===== config.mk =====
export PLATFORM = sky130hd
export DESIGN_NAME = bise_fifo
export DESIGN_NICKNAME = d
export VERILOG_FILES = /design/src/design/bise_pkg.sv /design/src/design/bise_fifo.sv
export SDC_FILE = /design/constraint.sdc
export NUM_CORES = 1
export LEC_CHECK = 0
export ABC_AREA = 1
export ABC_CLOCK_PERIOD_IN_PS = 2900
export BUFFER_PORTS_ARGS = -buffer_cell sky130_fd_sc_hd__buf_4
export CORE_MARGIN = 4
export CORE_UTILIZATION = 45
export CTS_CLUSTER_DIAMETER = 150
export DETAILED_ROUTE_END_ITERATION = 16
export MAX_ROUTING_LAYER = met4
export PLACE_DENSITY = 0.71
export SYNTH_ARGS = -nofsm -noshare
export SYNTH_HDL_FRONTEND = slang
export SYNTH_SLANG_ARGS = --single-unit

===== constraint.sdc =====
create_clock -name clk_i -period 2.9 [get_ports clk_i]
set_clock_uncertainty 0.15 [all_clocks]
set_input_delay 0.145 -clock clk_i [delete_from_list [all_inputs] [get_ports clk_i]]
set_output_delay 0.145 -clock clk_i [all_outputs]
set_load 0.05 [all_outputs]

===== src/design/bise_pkg.sv =====
package bise_pkg;

  localparam int IDX_W          = 12;
  localparam int CNT_W          = 13;
  localparam int MAX_ITEMS_DEF  = 4096;
  localparam int LIST_DEPTH_DEF = 4096;
  localparam int Q_DEPTH        = 2;
  localparam logic [CNT_W-1:0] ITEM_COUNT_RST = 13'd4096;

  typedef enum logic [2:0] {
    REQ_BEGIN  = 3'd0,
    REQ_LEFT   = 3'd1,
    REQ_RIGHT  = 3'd2,
    REQ_FINISH = 3'd3,
    REQ_PULL   = 3'd4
  } req_e;

  typedef enum logic [1:0] {
    OP_UNION = 2'd0,
    OP_INTER = 2'd1,
    OP_DIFF  = 2'd2,
    OP_COMPL = 2'd3
  } op_e;

  typedef enum logic [1:0] {
    ST_ELEM = 2'd0,
    ST_END  = 2'd1,
    ST_ERR  = 2'd2
  } status_e;

  typedef enum logic [1:0] {
    PH_IDLE  = 2'd0,
    PH_LEFT  = 2'd1,
    PH_RIGHT = 2'd2,
    PH_OUT   = 2'd3
  } phase_e;

  typedef enum logic [2:0] {
    CMD_ERR,
    CMD_BEGIN,
    CMD_LEFT,
    CMD_RIGHT,
    CMD_FINISH,
    CMD_PULL
  } cmd_e;

  typedef struct packed {
    cmd_e             kind;
    op_e              op;
    logic [IDX_W-1:0] idx;
  } cmd_t;

  typedef enum logic [2:0] {
    B_IDLE,
    B_CLEAR,
    B_ELEM,
    B_DLIST,
    B_DMARK,
    B_CCHK,
    B_RESP
  } back_state_e;

endpackage


===== src/design/bise_fifo.sv =====
module bise_fifo (
  input  logic           clk_i,
  input  logic           rst_ni,
  input  logic           push_i,
  input  bise_pkg::cmd_t push_data_i,
  input  logic           pop_i,
  output bise_pkg::cmd_t head_o,
  output logic           empty_o,
  output logic           full_o
);

  localparam int PW = $clog2(bise_pkg::Q_DEPTH);
  localparam int CW = $clog2(bise_pkg::Q_DEPTH + 1);

  bise_pkg::cmd_t  mem_q [bise_pkg::Q_DEPTH];
  logic [PW-1:0]   wp_q, wp_d, rp_q, rp_d;
  logic [CW-1:0]   cnt_q, cnt_d;

  assign empty_o = (cnt_q == '0);
  assign full_o  = (cnt_q == CW'(bise_pkg::Q_DEPTH));
  assign head_o  = mem_q[rp_q];

  always_comb begin
    wp_d  = wp_q;
    rp_d  = rp_q;
    cnt_d = cnt_q;
    if (push_i) begin
      wp_d = (wp_q == PW'(bise_pkg::Q_DEPTH - 1)) ? '0 : wp_q + PW'(1);
    end
    if (pop_i) begin
      rp_d = (rp_q == PW'(bise_pkg::Q_DEPTH - 1)) ? '0 : rp_q + PW'(1);
    end
    if (push_i && !pop_i) cnt_d = cnt_q + CW'(1);
    if (!push_i && pop_i) cnt_d = cnt_q - CW'(1);
  end

  always_ff @(posedge clk_i) begin
    if (push_i) mem_q[wp_q] <= push_data_i;
  end

  always_ff @(posedge clk_i or negedge rst_ni) begin
    if (!rst_ni) begin
      wp_q  <= '0;
      rp_q  <= '0;
      cnt_q <= '0;
    end else begin
      wp_q  <= wp_d;
      rp_q  <= rp_d;
      cnt_q <= cnt_d;
    end
  end

endmodule


==> impl_metrics.tcl <==
set metrics [dict create \
    outcome "finished, final reports clean" \
    fin_crit_ns 2.05 \
    clock_sinks 38 \
    async_reset_ff_frac 0.105 \
    cp_data_arrival_time_ns 1.75 \
    diodes 0 \
    grt_max_degree 21 \
    tightest_slew_ns 0.859 \
    wl_per_cell_um 11.8 \
    report.final.slew_viol_count 0 \
    layout_setup_ws_ns 0.850 \
    clk_pin_slew_ns 0.10 \
    htree_levels 2 \
    required_ns 2.61 \
    whs_ns 0.376 \
    drtIter0Drc 32 \
    p_per_area_nw_per_um2 1010 \
    netlist_area_um2 1550 \
    via_per_inst 4.42 \
    cts_buffer_depth 2 \
    numCtsBuffers 5 \
    drc_errors 0 \
    dp_slack_ns 1.17 \
    fin_nets 199 \
    slowest_delay_ns 0.67 \
    ant_nets 0 \
    worst-path-max-fanout 20 \
    period_share 0.707 \
    clock_latency_ns 0.33 \
    synth_edf_count 34 \
    root_buffer "clkbuf_4" \
    yosys_warnings 0 \
    vias 991 \
    ys_seq_area_frac 0.724 \
    start_kind "flip-flop" \
    cp-end-kind "primary output" \
    yosys.area_share.simple 0.0679 \
    crit_path_top_delay_cell "dfrtp_1" \
    die_h_um 66.6 \
    antenna_found_initial 0 \
    routabilityCongestion 0.678 \
    max_freq_mhz 488 \
    grt_pass1_vias 993 \
    relSlewSlack 0.427 \
    synth_top_family_by_area "buffers and inverters" \
    fp.dieW_um 66.6 \
    p_leak_nw 0.919 \
    power.ir.vdd_worst_uv 588 \
    synthFlopType "edfxtp_1" \
    io_buffers 39 \
    synthXorXnorAreaFrac 0.0170 \
    crit_top_cell "buf_4" \
    fill_cells 284 \
    dieArea_um2 4440 \
    syn_nets 135 \
    critical_path_buf_inv_count 2 \
    rows 21 \
    setup_viol 0 \
    yosysUniqueCellTypes 14 \
    synthMuxAreaShare 0 \
    syn-mean-instance-area_um2 13.7 \
    core_area_um2 3340 \
    routed_wl_um 2650 \
    setup_tns_ns 0 \
    drtPass1Iterations 4 \
    start_util 0.464 \
    synth-seq-cells 38 \
    grt_pass1_wl_um 4370 \
    cp_cell_sequence "buf_4 > nand2_1 > o21ai_2 > buf_4" \
    final_hold_viol_count 0 \
    critPathKind "flip-flop to primary output" \
    synth_fa_ha_area_frac 0.00808 \
    drive_gt1_frac 0.337 \
    rsz0062_at_grt "no" \
    grt_overflow_total 0 \
    area_delta_synth_final_pct 36.1 \
    track_usage 0.141 \
    cap_viol_max_count 0 \
    min_path_type "primary input to flip-flop" \
    io_pins 40 \
    cts_tree "done" \
    synth_compound_area_frac 0.0865 \
    cts_setup_buffers 0 \
    synth_cells 113 \
    hpwl_um 1880 \
    critical_path.top_delay_family "flip-flops" \
]
worst min-delay path: cells and delay by family:
family,cells,cell delay (ns)
xor+xnor,1,0.05
buf+inv,2,0.63
layout by cell type, fill, tap and decap left out:
| master | instances |
|---|---|
| xor2_1 | 2 |
| clkbuf_1 | 1 |
| nand2_1 | 22 |
| o21ai_2 | 13 |
| clkinv_1 | 1 |
| o21ai_0 | 4 |
| clkbuf_4 | 5 |
| inv_1 | 23 |
| xnor2_1 | 1 |
| nor2_1 | 2 |
| nand4_1 | 1 |
| nand3_1 | 1 |
| ha_1 | 1 |
| edfxtp_1 | 34 |
| nor2_2 | 1 |
| dfrtp_1 | 4 |
| clkinv_2 | 1 |
| dlygate4sd3_1 | 21 |
| buf_4 | 40 |
kinds of logic (layout without fill, tap and decap cells):
family / count (synthesis) / in the layout
DFF: 38 / 38
and+or+nand+nor: 27 / 27
buffers and inverters: 27 / 92
AOI/OAI and AO/OA: 17 / 17
xor gates and xnor gates: 3 / 3
adders and majority gates: 1 / 1
synthesized netlist by cell type, types with 2 or more instances:
cell type	n	area, um2
edfxtp_1	34	1020
inv_1	23	86.3
nand2_1	22	82.6
o21ai_2	13	114
dfrtp_1	4	100
o21ai_0	4	20.0
nor2_1	3	11.3
buf_12	2	40.0
buf_6	2	22.5
xor2_1	2	17.5
final cells by class:
class,count,area (um2),share of cell area
flip-flops and latches,38,1120,0.532
clock inverters,2,8.76,0.00416
inverters,23,86.3,0.0410
multi-input cells,48,280,0.133
well taps,46,57.6,0.0273
repair buffers,61,510,0.242
clock buffers,6,41.3,0.0196
state kept, by name (all words and copies together), names as in the netlist:
signal / flops
cnt_q: 2
mem_q: 34
rp_q: 1
wp_q: 1
through the flow:
step	util	instances	instance area [um2]	power [W]
6_report	0.631	224	2110	0.00212
5_1_grt	0.631	224	2110	0.00224
4_1_cts	0.631	224	2110	0.00214
3_5_place_dp	0.553	195	1850	0.00188
3_3_place_gp	0.553	195	1850	0.00185
2_1_floorplan	-	113	1550	0.00165
where the power goes:
part           internal [W]  total, W  switching [W]
Combinational      0.000314   0.00106       0.000750
Sequential         0.000734  0.000811      0.0000767
Clock             0.0000910  0.000246       0.000155
per-layer routing:
metal / routed length, um / vias up / GRT usage
met3: 176 / 5 / 0.0573
met1: 1010 / 455 / 0.151
met2: 1410 / 29 / 0.230
li1: - / 502 / -
met5: 0 / - / -
met4: 51 / 0 / 0.0609
path summary, 6_finish.rpt:
check	from	endpoint	slack (ns)	cells after the start
setup / recovery	rp_q	head_o[6]	0.85	4
hold / removal	pop_i	rp_q	0.38	3
setup reg to reg	wp_q	mem_q[0][4]	1.26	1
hold reg to reg	cnt_q[1]	cnt_q[1]	0.38	2
max in group asynchronous	rst_ni	rp_q	1.85	3
min in group asynchronous	rst_ni	wp_q	0.57	3
timing repair:
item / in CTS / in global routing
resized for setup: 0 / 0
hold buffers: 21 / 0
hold endpoints to repair: 41 / 0
No activity file was read; power rests on OpenSTA's default activity.
