`src/design/bise_pkg.sv`:
```
package bise_pkg;

  localparam int IDX_W          = 12;
  localparam int CNT_W          = 13;
  localparam int MAX_ITEMS_DEF  = 4096;
  localparam int LIST_DEPTH_DEF = 4096;
  localparam int Q_DEPTH        = 2;
  localparam logic [CNT_W-1:0] ITEM_COUNT_RST = 13'd4096;

  typedef enum logic [2:0] {
    REQ_BEGIN  = 3'd0,
    REQ_LEFT   = 3'd1,
    REQ_RIGHT  = 3'd2,
    REQ_FINISH = 3'd3,
    REQ_PULL   = 3'd4
  } req_e;

  typedef enum logic [1:0] {
    OP_UNION = 2'd0,
    OP_INTER = 2'd1,
    OP_DIFF  = 2'd2,
    OP_COMPL = 2'd3
  } op_e;

  typedef enum logic [1:0] {
    ST_ELEM = 2'd0,
    ST_END  = 2'd1,
    ST_ERR  = 2'd2
  } status_e;

  typedef enum logic [1:0] {
    PH_IDLE  = 2'd0,
    PH_LEFT  = 2'd1,
    PH_RIGHT = 2'd2,
    PH_OUT   = 2'd3
  } phase_e;

  typedef enum logic [2:0] {
    CMD_ERR,
    CMD_BEGIN,
    CMD_LEFT,
    CMD_RIGHT,
    CMD_FINISH,
    CMD_PULL
  } cmd_e;

  typedef struct packed {
    cmd_e             kind;
    op_e              op;
    logic [IDX_W-1:0] idx;
  } cmd_t;

  typedef enum logic [2:0] {
    B_IDLE,
    B_CLEAR,
    B_ELEM,
    B_DLIST,
    B_DMARK,
    B_CCHK,
    B_RESP
  } back_state_e;

endpackage

```
`src/design/bise_front.sv`:
```
module bise_front #(
  parameter int UW = 13
) (
  input  logic                      clk_i,
  input  logic                      rst_ni,
  input  logic                      accept_i,
  input  logic [2:0]                req_type_i,
  input  logic [1:0]                set_op_i,
  input  logic [bise_pkg::IDX_W-1:0] item_index_i,
  input  logic [UW-1:0]             univ_i,
  output bise_pkg::cmd_t            cmd_o
);

  bise_pkg::phase_e phase_q, phase_d;
  bise_pkg::op_e    op_q, op_d;
  logic             in_range;
  logic             in_build;

  assign in_range = 32'(item_index_i) < 32'(univ_i);
  assign in_build = (phase_q == bise_pkg::PH_LEFT) || (phase_q == bise_pkg::PH_RIGHT);

  // classification
  always_comb begin
    cmd_o.kind = bise_pkg::CMD_ERR;
    cmd_o.op   = bise_pkg::op_e'(set_op_i);
    cmd_o.idx  = item_index_i;
    unique case (req_type_i)
      bise_pkg::REQ_BEGIN: begin
        if (!in_build) cmd_o.kind = bise_pkg::CMD_BEGIN;
      end
      bise_pkg::REQ_LEFT: begin
        if (phase_q == bise_pkg::PH_LEFT && op_q != bise_pkg::OP_COMPL && in_range)
          cmd_o.kind = bise_pkg::CMD_LEFT;
      end
      bise_pkg::REQ_RIGHT: begin
        if (in_build && in_range) cmd_o.kind = bise_pkg::CMD_RIGHT;
      end
      bise_pkg::REQ_FINISH: begin
        if (in_build) cmd_o.kind = bise_pkg::CMD_FINISH;
      end
      bise_pkg::REQ_PULL: begin
        if (phase_q == bise_pkg::PH_OUT) cmd_o.kind = bise_pkg::CMD_PULL;
      end
      default: cmd_o.kind = bise_pkg::CMD_ERR;
    endcase
  end

  // phase tracking
  always_comb begin
    phase_d = phase_q;
    op_d    = op_q;
    if (accept_i) begin
      unique case (cmd_o.kind)
        bise_pkg::CMD_BEGIN: begin
          phase_d = bise_pkg::PH_LEFT;
          op_d    = bise_pkg::op_e'(set_op_i);
        end
        bise_pkg::CMD_RIGHT:  phase_d = bise_pkg::PH_RIGHT;
        bise_pkg::CMD_FINISH: phase_d = bise_pkg::PH_OUT;
        default: phase_d = phase_q;
      endcase
    end
  end

  always_ff @(posedge clk_i or negedge rst_ni) begin
    if (!rst_ni) begin
      phase_q <= bise_pkg::PH_IDLE;
      op_q    <= bise_pkg::OP_UNION;
    end else begin
      phase_q <= phase_d;
      op_q    <= op_d;
    end
  end

endmodule

```
`config.mk`:
```
export PLATFORM = sky130hd
export DESIGN_NAME = bise_front
export DESIGN_NICKNAME = d
export VERILOG_FILES = /design/src/design/bise_pkg.sv /design/src/design/bise_front.sv
export SDC_FILE = /design/constraint.sdc
export NUM_CORES = 1
export LEC_CHECK = 0
export BUFFER_PORTS_ARGS = -buffer_cell sky130_fd_sc_hd__buf_2
export CAP_MARGIN = 20
export CORE_UTILIZATION = 45
export CTS_BUF_LIST = sky130_fd_sc_hd__clkbuf_4 sky130_fd_sc_hd__clkbuf_8
export DETAILED_ROUTE_END_ITERATION = 16
export PLACE_DENSITY = 0.87
export SYNTH_ARGS = -nofsm -noshare
export SYNTH_HDL_FRONTEND = slang
export SYNTH_SLANG_ARGS = --single-unit
```
`constraint.sdc`:
```
create_clock -name clk_i -period 4 [get_ports clk_i]
set_clock_uncertainty 0.1 [all_clocks]
set_input_delay 0.4 -clock clk_i [delete_from_list [all_inputs] [get_ports clk_i]]
set_output_delay 0.4 -clock clk_i [all_outputs]
set_load 0.05 [all_outputs]
```
==> results of run 1 <==
[metal layers]
metal / vias to the layer above / wire length [um]
li1: 376 / -
met1: 328 / 592
met2: 22 / 870
met3: 0 / 73
met4: 0 / 0
met5: - / 0
[metrics by stage]
stage	total power, W	util [%]	setup WS [ps]	instances
final	0.000235	65.2	1600	142
after global routing	0.000255	65.2	1470	142
after CTS	0.000238	65.2	1590	142
after detailed placement	0.000187	62.9	1640	138
after global placement	0.000182	62.9	1690	138
after floorplan	0.000157	-	1200	88
[Yosys cell counts, drive strengths merged (3+ instances only)]
master | count | area [um^2]
a211oi | 4 | 35.0
a21oi | 3 | 15.0
buf | 14 | 105
dfrtp | 4 | 100
ha | 13 | 163
inv | 14 | 52.6
mux2 | 3 | 33.8
nand2 | 5 | 18.8
nand2b | 3 | 18.8
nor2 | 5 | 21.3
o21ai | 4 | 20.0
[layout make-up]
type	count	area share [%]
Sequential cell	4	11.1
Inverter	14	5.83
Tap cell	15	2.08
Multi-Input combinational cell	56	50.2
Clock buffer	3	2.50
Timing Repair Buffer	50	28.3
[power by group through the flow]
stage	registers, W	logic (W)	clock network, W
detailed placement	0.0000591	0.000128	0
global placement	0.0000581	0.000124	0
floorplan	0.0000570	0.000100	0
CTS	0.0000585	0.000130	0.0000499
global route	0.0000599	0.000142	0.0000533
finish	0.0000588	0.000129	0.0000472
[critical path: stages, from the launching register on]
cell and delay, ps:
dfrtp_1 410, ha_1 360, nand2b_1 180, nor2_1 170
nand4b_1 190, nand2_1 100, buf_2 260
[worst max path at each step]
stage | startpoint | end | slack (ps) | cells after the start
global placement | item_index_i[10] | cmd_o[15] | 1690 | 8
floorplan | univ_i[10] | cmd_o[15] | 1200 | 7
detailed placement | item_index_i[10] | cmd_o[15] | 1640 | 8
CTS | phase_q[0] | cmd_o[14] | 1590 | 6
finish | phase_q[0] | cmd_o[14] | 1600 | 6
global route | phase_q[1] | cmd_o[14] | 1470 | 7
[flip-flops by register name, summed over array words and instances, names as in the netlist]
| signal | flops |
|---|---|
| phase_q | 2 |
| op_q | 2 |
[cells by family after synthesis]
kind of cell	after synthesis	share of synthesized area, %
mux	4	6.16
compound gates	17	16.2
fa+ha+maj	13	22.9
buf+inv	28	22.2
simple gates	22	18.5
flops	4	14.1
[timing repair]
item	4_1_cts	5_1_grt
hold endpoints to repair	4	0
buffers inserted	0	0
hold buffers	1	0
==> results by group, run 1 <==
Worst setup path
  • WP data required: 3500 ps
  • Worst reg2reg path endpoint: phase_q[0]
  • FF-to-FF setup slack: 2260 ps
  • WS Path Type: register to output port
  • CP Max Fanout: 5
  • Crit end category: output port
  • Worst path arrival time: 1900 ps
  • Worst r2r src: phase_q[0]
  • Startpoint Class: register
  • Cells on worst reg2reg path: 5

Finish
  • Sequential cell area: 100 um^2
  • Share of cells above drive strength 1: 45.7%
  • Area Growth Syn to Fin: 26.9%
  • Filler cells: 131
  • Post-route cell area: 902 um^2
  • Area of the multi-input gates: 453 um^2
  • Antenna diodes: 0
  • Most frequent cells in the layout: buf_2 (49), inv_1 (14), ha_1 (13)
  • Final net count: 175
  • Most common cell after layout, fill and taps aside: buf_2

Logic synthesis
  • Synth warn: 0
  • Syn Nets: 134
  • Synth cell types: 27
  • Post-synthesis cell area: 711 um^2
  • Post-synth EDFFs: 0
  • Synth async-reset ratio: 100%
  • Sequential share of the synthesized area: 14.1%
  • Register bit total from synthesis: 4
  • Ys flop type: dfrtp_1
  • Mapped Cells: 88
  • Mean area per synthesized cell: 8.08 um^2

Floorplan
  • I/O pin cnt: 50
  • Site row count: 13
  • Die X: 41.7 um
  • Core ar.: 1380 um^2
  • Die height: 41.7 um
  • Initial Util: 51.4%
  • Die ar.: 1740 um^2

Route
  • DR vias/cell: 5.11
  • Iteration-0 DRC Markers: 5
  • Routed WL: 1.54 mm
  • Remaining DRCs: 0
  • TritonRoute pass-1 iters: 4
  • Vias: 726
  • Wirelength per Cell: 10.8 um
  • Antenna viol nets, final: 0

Pwr
  • Leakage: 0.546 nW
  • Combinational share of power: 54.9%
  • NetSw: 0.0000999 W
  • PD cells: 260 nW/um^2
  • Peak VDD IR: 153 uV
  • Switching Share: 42.6%
  • Internal: 0.000135 W
  • Clock Power Share: 20.1%
  • Sequential share of power: 25.0%

Place
  • Gpl congestion: 0.781
  • Placed wire-length estimate: 1.40 mm
  • Area after DPL: 870 um^2
  • I/O Buffers: 49

Worst hold path
  • Hold EP: op_q[1]
  • Min-delay src: set_op_i[1]
  • Hold Crit Depth: 2
  • Hold Path Class: input pin to register

Timing
  • Final period util: 59.9%
  • Hold Vio Cnt, Final: 0
  • Final Max Tran Viols: 0
  • Unrepaired setup endpoints after global routing: false
  • Setup Total Neg Slack: 0 ps
  • Relative slew slack: 81.2%
  • Setup violators final: 0
  • Post-layout minimum cycle time: 2400 ps
  • Worst Max-Slew Pin Slew: 280 ps
  • Max Freq: 417 MHz
  • Min Hold Slack: 320 ps

Clock network
  • Root buf cell: clkbuf_4
  • Clock slew at reported path FFs: 40 ps
  • Clock Tree Buf Depth: 2
  • TritonCTS clock tree: done
  • CTS-repair resized insts: 0
  • CTS buffer count: 3
  • H-tree depth: 1
  • Clk_lat worst skew: 220 ps
  • Sink Count: 4

Global route
  • Initial antenna violation count: 0
  • Grt total ovfl: 0
  • Met3 Use GR: 1.30%
  • GRT busiest layer: met2
  • Met2 GRT Util: 35.9%
  • Global-route wire length before repair: 2.59 mm
  • Met1 usage: 20.1%
  • Tot GR Track Use: 18.2%
  • Vias in the first global route: 676
  • Largest net degree at the start of global routing: 8

Outcome
  • Status: finished clean

Flow run
  • Max-Cap Viols: 0
(Power assumes the default switching activity.)
==> run 2: changes to the inputs <==
--- a/config.mk
+++ b/config.mk
@@ -7,10 +7,10 @@
 export LEC_CHECK = 0
 export BUFFER_PORTS_ARGS = -buffer_cell sky130_fd_sc_hd__buf_2
 export CAP_MARGIN = 20
-export CORE_UTILIZATION = 45
+export CORE_UTILIZATION = 42
 export CTS_BUF_LIST = sky130_fd_sc_hd__clkbuf_4 sky130_fd_sc_hd__clkbuf_8
 export DETAILED_ROUTE_END_ITERATION = 16
-export PLACE_DENSITY = 0.87
+export PLACE_DENSITY = 0.82
 export SYNTH_ARGS = -nofsm -noshare
 export SYNTH_HDL_FRONTEND = slang
 export SYNTH_SLANG_ARGS = --single-unit
==> constraint.sdc (replaced) <==
create_clock -name clk_i -period 2.3 [get_ports clk_i]
set_clock_uncertainty 0.1 [all_clocks]
set_input_delay 0.23 -clock clk_i [delete_from_list [all_inputs] [get_ports clk_i]]
set_output_delay 0.23 -clock clk_i [all_outputs]
set_load 0.05 [all_outputs]
==> run 2 against run 1 <==
  * Cell count increased by 0.70%
  * Sequential power increased by 75%
  * Wire length increased by 3.7%
  * Critical path depth increased by 1
  * Combinational power increased by 76%
  * Register-to-register slack got worse by 1700 ps
  * Die area increased by 6.8%
  * Critical path type unchanged
  * Total power increased by 77%
  * Worst setup slack got worse by 1500 ps
  * Sequential share of layout area decreased by 0.17 points
==> results by group, run 2 (synthesized netlist as in run 1, its figures left out) <==
Outcome
  • Status: finished clean

Clock network
  • Root buf cell: clkbuf_4
  • Clock slew at reported path FFs: 40 ps
  • CTS buffer count: 3
  • H-tree depth: 1
  • Clock Tree Buf Depth: 2
  • Post-CTS setup buffer count: 0
  • Clk_lat worst skew: 230 ps
  • Sink Count: 4
  • TritonCTS clock tree: done

Worst hold path
  • Hold Path Class: input pin to register

Finish
  • Filler cells: 138
  • Share of cells above drive strength 1: 47.2%
  • Most common cell after layout, fill and taps aside: buf_2
  • Final net count: 175
  • Area Growth Syn to Fin: 28.9%
  • Most frequent cells in the layout: buf_2 (48), inv_1 (14), ha_1 (13)
  • Post-route cell area: 916 um^2
  • Biggest regs: op_q: 2 flops, phase_q: 2 flops
  • Antenna diodes: 0

Route
  • Wirelength per Cell: 11.1 um
  • Remaining DRCs: 0
  • Vias: 748
  • Routed WL: 1.59 mm
  • DR vias/cell: 5.23
  • Antenna viol nets, final: 0
  • Iteration-0 DRC Markers: 11
  • TritonRoute pass-1 iters: 4

Timing
  • Min Hold Slack: 142 ps
  • Unrepaired setup endpoints after global routing: false
  • Final Max Tran Viols: 0
  • Hold Vio Cnt, Final: 0
  • Max Freq: 466 MHz
  • Setup Total Neg Slack: 0 ps
  • Final period util: 93.4%
  • Post-layout minimum cycle time: 2150 ps
  • Worst Max-Slew Pin Slew: 278 ps
  • Relative slew slack: 81.4%
  • Setup violators final: 0

Worst setup path
  • WP data required: 1970 ps
  • Startpoint Class: register
  • Crit end category: output port
  • WS Path Type: register to output port
  • Worst path arrival time: 1820 ps
  • CP Max Fanout: 5

Place
  • Placed wire-length estimate: 1.41 mm
  • Area after DPL: 881 um^2
  • Gpl congestion: 0.945
  • I/O Buffers: 49

Floorplan
  • Core ar.: 1540 um^2
  • Die ar.: 1860 um^2
  • Site row count: 14
  • Die height: 43.1 um
  • Initial Util: 46.1%
  • I/O pin cnt: 50
  • Die X: 43.1 um

Global route
  • Grt total ovfl: 0
  • Largest net degree at the start of global routing: 8
  • Global-route wire length before repair: 2.57 mm
  • Tot GR Track Use: 18.1%
  • Vias in the first global route: 716
  • Initial antenna violation count: 0

Flow run
  • Max-Cap Viols: 0

Pwr
  • Tot Pwr: 0.000415 W
  • Leakage: 0.551 nW
  • Peak VDD IR: 337 uV
  • PD cells: 453 nW/um^2
==> run 2: cell counts in the layout (fill, tap and decap cells not counted) <==
Identical to the previous run, type by type.
==> run 2: metal layers <==
layer / track usage (%) / part of all wire, % / up-vias
met5: 0 / 0 / -
met4: 11.5 / 2.0 / 0
met3: 2.55 / 5.7 / 4
met2: 35.2 / 56 / 35
met1: 16.9 / 37 / 337
li1: - / - / 372
==> run 2: worst paths after layout <==
kind                        startpoint    endpoint  slack (ps)  depth (start not counted)
min                        set_op_i[1]     op_q[1]         140                          2
max reg2reg                 phase_q[1]  phase_q[0]         510                          7
min in group asynchronous       rst_ni     op_q[1]         240                          2
min reg2reg                    op_q[0]     op_q[0]         400                          1
max in group asynchronous       rst_ni  phase_q[0]        1740                          2
max                         phase_q[1]   cmd_o[15]         150                          7
==> run 2: final cells by class <==
| cell class | count | area, um^2 | area share (%) |
|---|---|---|---|
| multi-input combinational | 56 | 463 | 50.5 |
| sequential | 4 | 100 | 10.9 |
| clock buffer | 3 | 22.5 | 2.46 |
| inverter | 14 | 52.6 | 5.74 |
| timing repair buffer | 50 | 258 | 28.1 |
| tap | 16 | 20.0 | 2.19 |
==> run 2: power by group <==
| group | leakage (nW) | total (W) | internal (W) | switching (W) |
|---|---|---|---|---|
| combinational | 0.486 | 0.000227 | 0.0000882 | 0.000139 |
| sequential | 0.0512 | 0.000103 | 0.0000896 | 0.0000130 |
| clock | 0.0138 | 0.0000852 | 0.0000583 | 0.0000270 |
| total | 0.551 | 0.000415 | 0.000236 | 0.000179 |
==> run 2: critical path: stages (launching register included) <==
cell and delay, ps:
dfrtp_1 370, inv_1 90, ha_1 340, nand2b_1 190, nor2_1 140, a21oi_1 70, nor3_2 110, buf_2 280
==> run 2: repair_timing <==
action | 4_1_cts | 5_1_grt
setup endpoints to repair | 0 | 1
resized for setup | 0 | 2
hold buffers | 1 | 0
endpoints found under the hold margin | 4 | 0
==> run 2: through the flow <==
step | utilization [%] | setup slack (ps) | cells
floorplan | - | 104 | 88
global placement | 57.1 | 341 | 139
detailed placement | 57.1 | 264 | 139
CTS | 59.3 | 110 | 143
global route | 59.4 | 26.5 | 143
finish | 59.4 | 153 | 143
